--- src/hw/rtl/nfsa_pkg.sv ---
`timescale 1ns / 1ps
// Shared types and constants for the nearest free slot allocator.
// No dependencies; the top level refers to this package by scoped names.
package nfsa_pkg;

  localparam int ROWS_DEF   = 10;
  localparam int COLS_DEF   = 5;
  localparam int TAG_W      = 64;
  localparam int SLOT_NUM_W = 6;
  localparam int OUTCOME_W  = 2;

  localparam logic [OUTCOME_W-1:0] OUT_DONE      = 2'd0;
  localparam logic [OUTCOME_W-1:0] OUT_FULL      = 2'd1;
  localparam logic [OUTCOME_W-1:0] OUT_NOT_FOUND = 2'd2;

  localparam logic MODE_ALLOC   = 1'b0;
  localparam logic MODE_RELEASE = 1'b1;

  typedef enum logic [3:0] {
    ST_IDLE  = 4'b0001,
    ST_SCAN  = 4'b0010,
    ST_DRAIN = 4'b0100,
    ST_DONE  = 4'b1000
  } state_t;

endpackage

--- src/hw/rtl/nearest_free_slot_allocator_unit.sv ---
`timescale 1ns / 1ps
// Nearest free slot allocator: an accepted start transfer steps the sequencer through the
// scan, drain and done states before the registered out_valid strobe, and busy stays high
// until that strobe cycle, so a new transfer is taken only once the last one is through. The scan
// walks one slot per cycle through the single tag memory read port and one shared
// distance/tag compare. Synchronous active-low reset frees every slot at once; the
// receiver cannot stall, and each result is shown for exactly one cycle.
// Depends on nfsa_pkg.
module nearest_free_slot_allocator_unit #(
  parameter int ROWS = nfsa_pkg::ROWS_DEF,
  parameter int COLS = nfsa_pkg::COLS_DEF
) (
  input  logic                            clk,
  input  logic                            rst_n,
  input  logic                            start,
  output logic                            busy,
  input  logic                            in_mode,
  input  logic [nfsa_pkg::TAG_W-1:0]      in_car_tag,
  output logic                            out_valid,
  output logic [nfsa_pkg::SLOT_NUM_W-1:0] out_slot_number,
  output logic [nfsa_pkg::OUTCOME_W-1:0]  out_outcome
);

  localparam int SLOTS  = ROWS * COLS;
  localparam int IDX_W  = (SLOTS > 1) ? $clog2(SLOTS) : 1;
  localparam int ROW_W  = (ROWS > 1) ? $clog2(ROWS) : 1;
  localparam int COL_W  = (COLS > 1) ? $clog2(COLS) : 1;
  localparam int DIST_W = $clog2(ROWS + COLS);
  localparam int NUM_W  = IDX_W + 1;

  // Sequencer and item context
  nfsa_pkg::state_t state_r, state_nxt;
  logic                       mode_r;
  logic [nfsa_pkg::TAG_W-1:0] tag_r;

  // Scan position: flat index plus row and column, so distance needs no divide
  logic [IDX_W-1:0] cnt_r;
  logic [ROW_W-1:0] row_r;
  logic [COL_W-1:0] col_r;

  // Compare stage, registered alongside the memory read data
  logic              p_vld_r;
  logic [IDX_W-1:0]  p_idx_r;
  logic [DIST_W-1:0] p_dist_r;

  // Running best / last match
  logic              found_vld_r;
  logic [IDX_W-1:0]  found_idx_r;
  logic [DIST_W-1:0] best_r;

  // Slot store: occupied marks in flops cleared by reset, tags in a memory
  logic [SLOTS-1:0]           occ_r;
  logic [nfsa_pkg::TAG_W-1:0] tag_mem [SLOTS];
  logic [nfsa_pkg::TAG_W-1:0] tag_q_r;

  // Output registers
  logic                            out_valid_r;
  logic [nfsa_pkg::SLOT_NUM_W-1:0] out_slot_r;
  logic [nfsa_pkg::OUTCOME_W-1:0]  out_outcome_r;

  logic hit;
  logic last_slot;
  logic alloc_write;
  logic [NUM_W-1:0] found_num;

  assign busy            = (state_r != nfsa_pkg::ST_IDLE);
  assign out_valid       = out_valid_r;
  assign out_slot_number = out_slot_r;
  assign out_outcome     = out_outcome_r;

  assign last_slot = (cnt_r == IDX_W'(SLOTS - 1));
  assign found_num = NUM_W'(found_idx_r) + NUM_W'(1);

  // Shared compare: free and nearer when allocating, occupied and same tag when releasing
  always_comb begin
    hit = 1'b0;
    if (p_vld_r) begin
      if (mode_r == nfsa_pkg::MODE_ALLOC) begin
        hit = !occ_r[p_idx_r] && (!found_vld_r || (p_dist_r < best_r));
      end else begin
        hit = occ_r[p_idx_r] && (tag_q_r == tag_r);
      end
    end
  end

  assign alloc_write = (state_r == nfsa_pkg::ST_DONE) && (mode_r == nfsa_pkg::MODE_ALLOC) &&
                       found_vld_r;

  always_comb begin
    state_nxt = state_r;
    case (state_r)
      nfsa_pkg::ST_IDLE:  if (start) state_nxt = nfsa_pkg::ST_SCAN;
      nfsa_pkg::ST_SCAN:  if (last_slot) state_nxt = nfsa_pkg::ST_DRAIN;
      nfsa_pkg::ST_DRAIN: state_nxt = nfsa_pkg::ST_DONE;
      nfsa_pkg::ST_DONE:  state_nxt = nfsa_pkg::ST_IDLE;
      default:            state_nxt = nfsa_pkg::ST_IDLE;
    endcase
  end

  // Control state
  always_ff @(posedge clk) begin
    if (!rst_n) begin
      state_r     <= nfsa_pkg::ST_IDLE;
      p_vld_r     <= 1'b0;
      found_vld_r <= 1'b0;
      out_valid_r <= 1'b0;
      occ_r       <= '0;
    end else begin
      state_r     <= state_nxt;
      out_valid_r <= (state_r == nfsa_pkg::ST_DONE);
      p_vld_r     <= (state_r == nfsa_pkg::ST_SCAN);
      if ((state_r == nfsa_pkg::ST_IDLE) && start) begin
        found_vld_r <= 1'b0;
      end else if (hit) begin
        found_vld_r <= 1'b1;
      end
      // Release drops the mark as it matches; allocate claims the winner at the end
      if (hit && (mode_r == nfsa_pkg::MODE_RELEASE)) begin
        occ_r[p_idx_r] <= 1'b0;
      end
      if (alloc_write) begin
        occ_r[found_idx_r] <= 1'b1;
      end
    end
  end

  // Datapath
  always_ff @(posedge clk) begin
    if ((state_r == nfsa_pkg::ST_IDLE) && start) begin
      mode_r <= in_mode;
      tag_r  <= in_car_tag;
      cnt_r  <= '0;
      row_r  <= '0;
      col_r  <= '0;
    end else if (state_r == nfsa_pkg::ST_SCAN) begin
      cnt_r <= cnt_r + IDX_W'(1);
      // advance column, wrap into next row
      if (col_r == COL_W'(COLS - 1)) begin
        col_r <= '0;
        row_r <= row_r + ROW_W'(1);
      end else begin
        col_r <= col_r + COL_W'(1);
      end
    end
    p_idx_r  <= cnt_r;
    p_dist_r <= DIST_W'(row_r) + DIST_W'(col_r) + DIST_W'(1);
    if (hit) begin
      found_idx_r <= p_idx_r;
      best_r      <= p_dist_r;
    end
    if (state_r == nfsa_pkg::ST_DONE) begin
      if (found_vld_r) begin
        out_slot_r    <= nfsa_pkg::SLOT_NUM_W'(found_num);
        out_outcome_r <= nfsa_pkg::OUT_DONE;
      end else begin
        out_slot_r    <= '0;
        out_outcome_r <= (mode_r == nfsa_pkg::MODE_ALLOC) ? nfsa_pkg::OUT_FULL :
                                                            nfsa_pkg::OUT_NOT_FOUND;
      end
    end
  end

  // Tag memory: one write port, one registered read port walked by the scan
  always_ff @(posedge clk) begin
    if (alloc_write) begin
      tag_mem[found_idx_r] <= tag_r;
    end
    tag_q_r <= tag_mem[cnt_r];
  end

  // Checks
  a_state_onehot: assert property (@(posedge clk) disable iff (!rst_n)
    $onehot(state_r)) else $error("sequencer state not one-hot");

  a_strobe_idle: assert property (@(posedge clk) disable iff (!rst_n)
    out_valid |-> !busy) else $error("result strobe while busy");

  a_accept_busy: assert property (@(posedge clk) disable iff (!rst_n)
    (start && !busy) |=> busy) else $error("accepted transfer did not raise busy");

  a_fail_zero: assert property (@(posedge clk) disable iff (!rst_n)
    (out_valid && (out_outcome != nfsa_pkg::OUT_DONE)) |-> (out_slot_number == '0))
    else $error("failed outcome with nonzero slot number");

  a_alloc_marks: assert property (@(posedge clk) disable iff (!rst_n)
    alloc_write |=> occ_r[$past(found_idx_r)])
    else $error("allocated slot not marked occupied");

endmodule
--- config.mk ---
export PLATFORM = sky130hd
export DESIGN_NAME = nearest_free_slot_allocator_unit
export DESIGN_NICKNAME = d
export VERILOG_FILES = /design/src/hw/rtl/nfsa_pkg.sv /design/src/hw/rtl/nearest_free_slot_allocator_unit.sv
export SDC_FILE = /design/constraint.sdc
export NUM_CORES = 2
export LEC_CHECK = 0
export ABC_AREA = 1
export BUFFER_PORTS_ARGS = -buffer_cell sky130_fd_sc_hd__buf_2
export CAP_MARGIN = 20
export CORE_UTILIZATION = 45
export CTS_BUF_LIST = sky130_fd_sc_hd__clkbuf_8 sky130_fd_sc_hd__clkbuf_16
export DETAILED_ROUTE_END_ITERATION = 8
export PLACE_DENSITY = 0.63
export SETUP_SLACK_MARGIN = 0.4
export SLEW_MARGIN = 5
export SYNTH_ARGS = -nofsm -noshare
export SYNTH_HDL_FRONTEND = slang
export SYNTH_SLANG_ARGS = --single-unit
--- constraint.sdc ---
create_clock -name clk -period 7.8 [get_ports clk]
set_clock_uncertainty 0.1 [all_clocks]
set_input_delay 1.95 -clock clk [delete_from_list [all_inputs] [get_ports clk]]
set_output_delay 1.95 -clock clk [all_outputs]
set_load 0.03 [all_outputs]
After elaboration in Yosys (flattened, before gate mapping) --
Memories as Yosys holds them, arrays and structs flattened. A register that Yosys moved wholly into a read port is not among the register bits. Cells that the tools add are included.
Operators by class: $add $sub $neg 6, shifts and indexed selects 0, $lt $le $gt $ge 5, muxes and demuxes 18, div/mod/pow operators 0, equality and inequality tests 10, multiply operators 0, bitwise operators 5, reductions and logical operators 14
Operators with widths (count):
- two-way mux 50 bit | 3
- == test 64 bit | 1
- bitwise AND 50 bit | 1
- NOT 50 bit | 1
- OR 50 bit | 1
- less-than comparator 6 x 7 -> 1 bit (second input constant) | 2
- adder 6 x 1 -> 6 bit (second input constant) | 2
- demux 1 bit (select 6 bit) | 2
- greater-or-equal comparator 6 x 1 -> 1 bit (second input constant) | 2
- one-hot mux 4 bit (3 select lines) | 1
- adder 4 x 1 -> 4 bit (second input constant) | 2
- logical AND 1 bit | 8
- two-way mux 4 bit | 2
- two-way mux 1 bit | 7
- binary-select mux 1 bit (select 6 bit) | 1
- == test 6 bit (second input constant) | 1
- adder 4 x 3 -> 4 bit | 1
- == test 4 x 1 -> 1 bit (second input constant) | 1
- == test 4 x 2 -> 1 bit (second input constant) | 1
- == test 4 x 3 -> 1 bit (second input constant) | 1
- == test 4 bit (second input constant) | 1
- less-than comparator 4 bit | 1
- != test 2 bit (second input constant) | 2
- != test 4 x 1 -> 1 bit (second input constant) | 1
- 9 further kinds | 12
Storage, ports and cells: ROM bits 0, RAM bits 3200, output and inout port bits 10, bits in latches 0, memories kept 1, register bits 163
Memory list:
- tag_mem | words 50, bits a word 64, rd ports 1, clocked after memory_dff 1, wr ports 1, RTL line nearest_free_slot_allocator_unit.sv:53 | logic [nfsa_pkg::TAG_W-1:0] tag_mem [SLOTS];

Depth between registers and ports, before layout --
word-level depth 11, mapped depth 17, depth with buffers taken out 14

Least setup slack after synthesis --
OpenSTA, ideal clock, no wires.
kind register to register, start register state_r[0], end memory tag_mem[49][0] (netlist bit) (enable), stages on the path, launching flop included 4, arrival time 5.481 ns, setup slack 1.652 ns, setup time 0.567 ns, path buffers 0, data required time 7.133 ns, cell sequence dfxtp_1 -> nor4_4 -> nand2_2 -> nor3_1
On the way: word-level cells in the longest chain between the ends 5
Ends and longest elaborated chain:
- start: declaration | RTL line nearest_free_slot_allocator_unit.sv:32 | nfsa_pkg::state_t state_r, state_nxt;
- start signal: assignment | RTL line nearest_free_slot_allocator_unit.sv:103 | state_r <= nfsa_pkg::ST_IDLE;
- start signal: assignment | RTL line nearest_free_slot_allocator_unit.sv:109 | state_r <= state_nxt;
- == test 4 bit | RTL line nearest_free_slot_allocator_unit.sv:86 | assign alloc_write = (state_r == nfsa_pkg::ST_DONE) && (mode_r == nfsa_pkg::MODE_ALLOC) &&
- logical AND 1 bit (2 in a row) | RTL line nearest_free_slot_allocator_unit.sv:86
- two-way mux 1 bit | RTL line nearest_free_slot_allocator_unit.sv:165 | if (alloc_write) begin
- two-way mux 1 bit (not written as such) | RTL line nearest_free_slot_allocator_unit.sv:166 | tag_mem[found_idx_r] <= tag_r;
- end: declaration | RTL line nearest_free_slot_allocator_unit.sv:53
Every way passes these cells.

Worst setup path in the final report --
start register state_r[3], end memory tag_mem[27][27] (netlist bit) (enable)
The elaborated chain is that of the path after synthesis.

==> summary.md <==
| Metric | Value |
|---|---|
| Status | finished clean |
| Vias in the first global route | 82.4k |
| Core region area | 295000 µm² |
| Leak Pwr | ~0.048 µW |
| Vias | ~87k |
| Power per cell area | between 200 and 300 nW/µm² |
| Required @ worst endpoint | 8.24 ns |
| Maximum vdd drop | roughly 0.00020 V |
| Die height | 547 µm |
| Post_cts resized | 0 |
| Initial antenna violation count | 8 |
| Area Growth Syn to Fin | 12.1% |
| Worst-Margin Slew | around 1.2 ns |
| Sequential cell area | between 100000 and 150000 µm² |
| Crit path max fanout | 45 |
| Syn. warnings | 0 |
| Seq/Total Area, Yosys | approximately three quarters |
| Largest net degree at the start of global routing | 236 |
| Async SR Flop Fraction | 0% |
| Final worst slack | 3.28 ns |
| H-tree levels | 5 |
| GR Util All Layers | a little over a quarter |
| Setup TNS | 0 ns |
| # setup viols final | 0 |
| Share of the synthesized area in the top cell type | between 70% and 80% |
| Arr. time, crit path | between 4 and 5 ns |
| Syn Std Cell Area | 134000 µm² |
| Row count | approximately 200 |
| Final period utilization | between 50% and 60% |
| Routed wire per std cell | between 20 and 30 µm |
| Number of synthesized flops with an enable pin | 3283 |
| Final HPWL DP | ~200000 µm |
| Final hold vios | 0 |
| Post-layout nets | 10.1k |
| Grt total ovfl | 0 |
| Synth Area per Inst | about 13 µm² |
| Max_slew headroom | 19.0% |
| Global-route wire length before repair | 574000 µm |
| TritonCTS buffer count | roughly 350 |
| Seq cells post-synth | 3427 |
| Commonest cells after routing, fill and taps aside | edfxtp_1, nor2_1, o21ai_0 |
| Starting Density | between 40% and 50% |
| Clock root buffer | clkbuf_16 |
| Yosys top cell by area | edfxtp_1 |
| Hold Buf Count CTS | 0 |
| DIE AREA | approximately 300000 µm² |
| Filler instances | 24.5k |
| Achievable frequency | approximately 220 MHz |
| Final Max Slew Viols | 0 |
| Netlist cell types | 47 |
| ANT nets after route | 0 |
| Post-CTS setup buffers | 0 |
| Hold Crit Class | flop to flop |
| Worst Setup Start Kind | flop |
| Syn Nets | slightly above 10k |
| Largest cells by area after synthesis | edfxtp_1, o21ai_0, nor2_1 |
| Clock Sinks | between 3k and 4k |
| Detailed-route DRC error count | 0 |
| Main synth FF type | edfxtp_1 |
| Max capacitance violation total | 0 |
| Vias per cell | 6.14 |
| Starting DRT DRC Count | around 12k |
| I/O Buffers | between 70 and 80 |
| Worst-Skew Late Latency | around 0.95 ns |
| Layout cells sized above 1 | under 10% |
| Final wirelength | just over 400000 µm |
| Total iterations of the first detailed-routing run | 5 |
| Crit Path Class | flop to flop |
| Unrepaired setup endpoints after global routing | false |
| Area occupied by multi-input gates | between 20000 and 30000 µm² |
| Fin crit period | approximately 4.5 ns |
| Routability congestion estimate | ~0.86 |
| Commonest non-fill, non-tap cell in the layout | edfxtp_1 |
| Max clock buf depth | 4 |
| Ports | 78 |
| DP Worst Slack | 3.36 ns |
| Crit. End Element | flop |
| DIE WIDTH | 547 µm |
| Cells after Synth | ~10k |
| CTS clk-pin slew, worst paths | 0.06 ns |
| CTS tree | built |
cells by family (layout without fill, tap and decap cells):
family                     after synthesis  count (layout)  synth area share [%]
xor gates and xnor gates                48              48                 0.314
DFF                                   3427            3427                  75.9
other                                    0               2                     0
adders and majority gates               13              13                 0.127
and+or+nand+nor                       2755            2755                  8.12
AOI/OAI and AO/OA                     2870            2870                  12.5
buffers and inverters                  902            1153                  3.00
muxes                                   16              16                 0.120
where the power goes:
part           switching [µW]  internal (µW)  leakage [µW]  total (µW)
Combinational            2100            743        0.0117        2840
Clock                    7140           9550       0.00585       16700
Sequential               80.1          20400        0.0307       20400
Total                    9320          30700        0.0483       40000
critical path, cell delays in order, from the launching register on:
cell	delay, ns
dfxtp_1	0.34
inv_1	0.09
nor4_4	0.52
nand2_2	0.31
inv_1	0.44
nand2_1	0.47
nor2_4	0.84
buf_4	0.90
path summary, 6_finish.rpt:
check	start	to	slack, ns	cells after the start
setup / recovery	state_r[3]	tag_mem[27][27]	3.28	7
hold / removal	p_dist_r[0]	best_r[0]	0.34	0
setup reg to reg	state_r[3]	tag_mem[27][27]	3.28	7
hold reg to reg	p_dist_r[0]	best_r[0]	0.34	0
state kept, by name, indices dropped and copies added (netlist names), 6 cells and up:
name             cells
tag_mem           3200
found_idx_r          6
tag_r               64
tag_q_r             64
p_idx_r              6
out_slot_number      6
cnt_r                6
occ_r               50
Yosys cell counts, types with 50 or more instances:
cell / instances
buf_2: 209
clkbuf_1: 387
dfxtp_1: 144
o21ai_0: 1524
nand3_1: 254
o21ai_1: 84
nand2_1: 661
o22ai_1: 487
nor2_1: 1773
inv_1: 196
buf_4: 51
o221ai_1: 148
a21oi_1: 261
o21bai_2: 50
a31oi_1: 53
o211ai_1: 200
edfxtp_1: 3283
layer usage:
| metal | wire length (µm) | global-route usage (%) |
|---|---|---|
| met1 | 158000 | 36.1 |
| met3 | 41000 | 4.19 |
| met5 | 0 | 0 |
| met4 | 16500 | 10.5 |
| met2 | 188000 | 41.5 |
stage by stage:
stage / hold slack, ns / instance area (µm²) / power (µW) / std cells / utilization [%]
2_1_floorplan: 0.229 / 134000 / 22700 / 10000 / -
3_3_place_gp: 0.321 / 138000 / 23600 / 13600 / 46.9
3_5_place_dp: 0.323 / 139000 / 23600 / 13600 / 47.0
4_1_cts: 0.337 / 150000 / 40100 / 14200 / 50.9
5_1_grt: 0.355 / 150000 / 41100 / 14200 / 50.9
6_report: 0.336 / 150000 / 40000 / 14200 / 50.9
final cells by class:
cell class	count	share of cell area (%)
inverters	207	0.559
well taps	3919	3.27
diodes	2	0.00334
repair buffers	303	1.74
clock buffers	369	6.06
flip-flops and latches	3427	67.7
multi-input cells	5702	19.1
clock inverters	274	1.56
(Power assumes the default switching activity.)
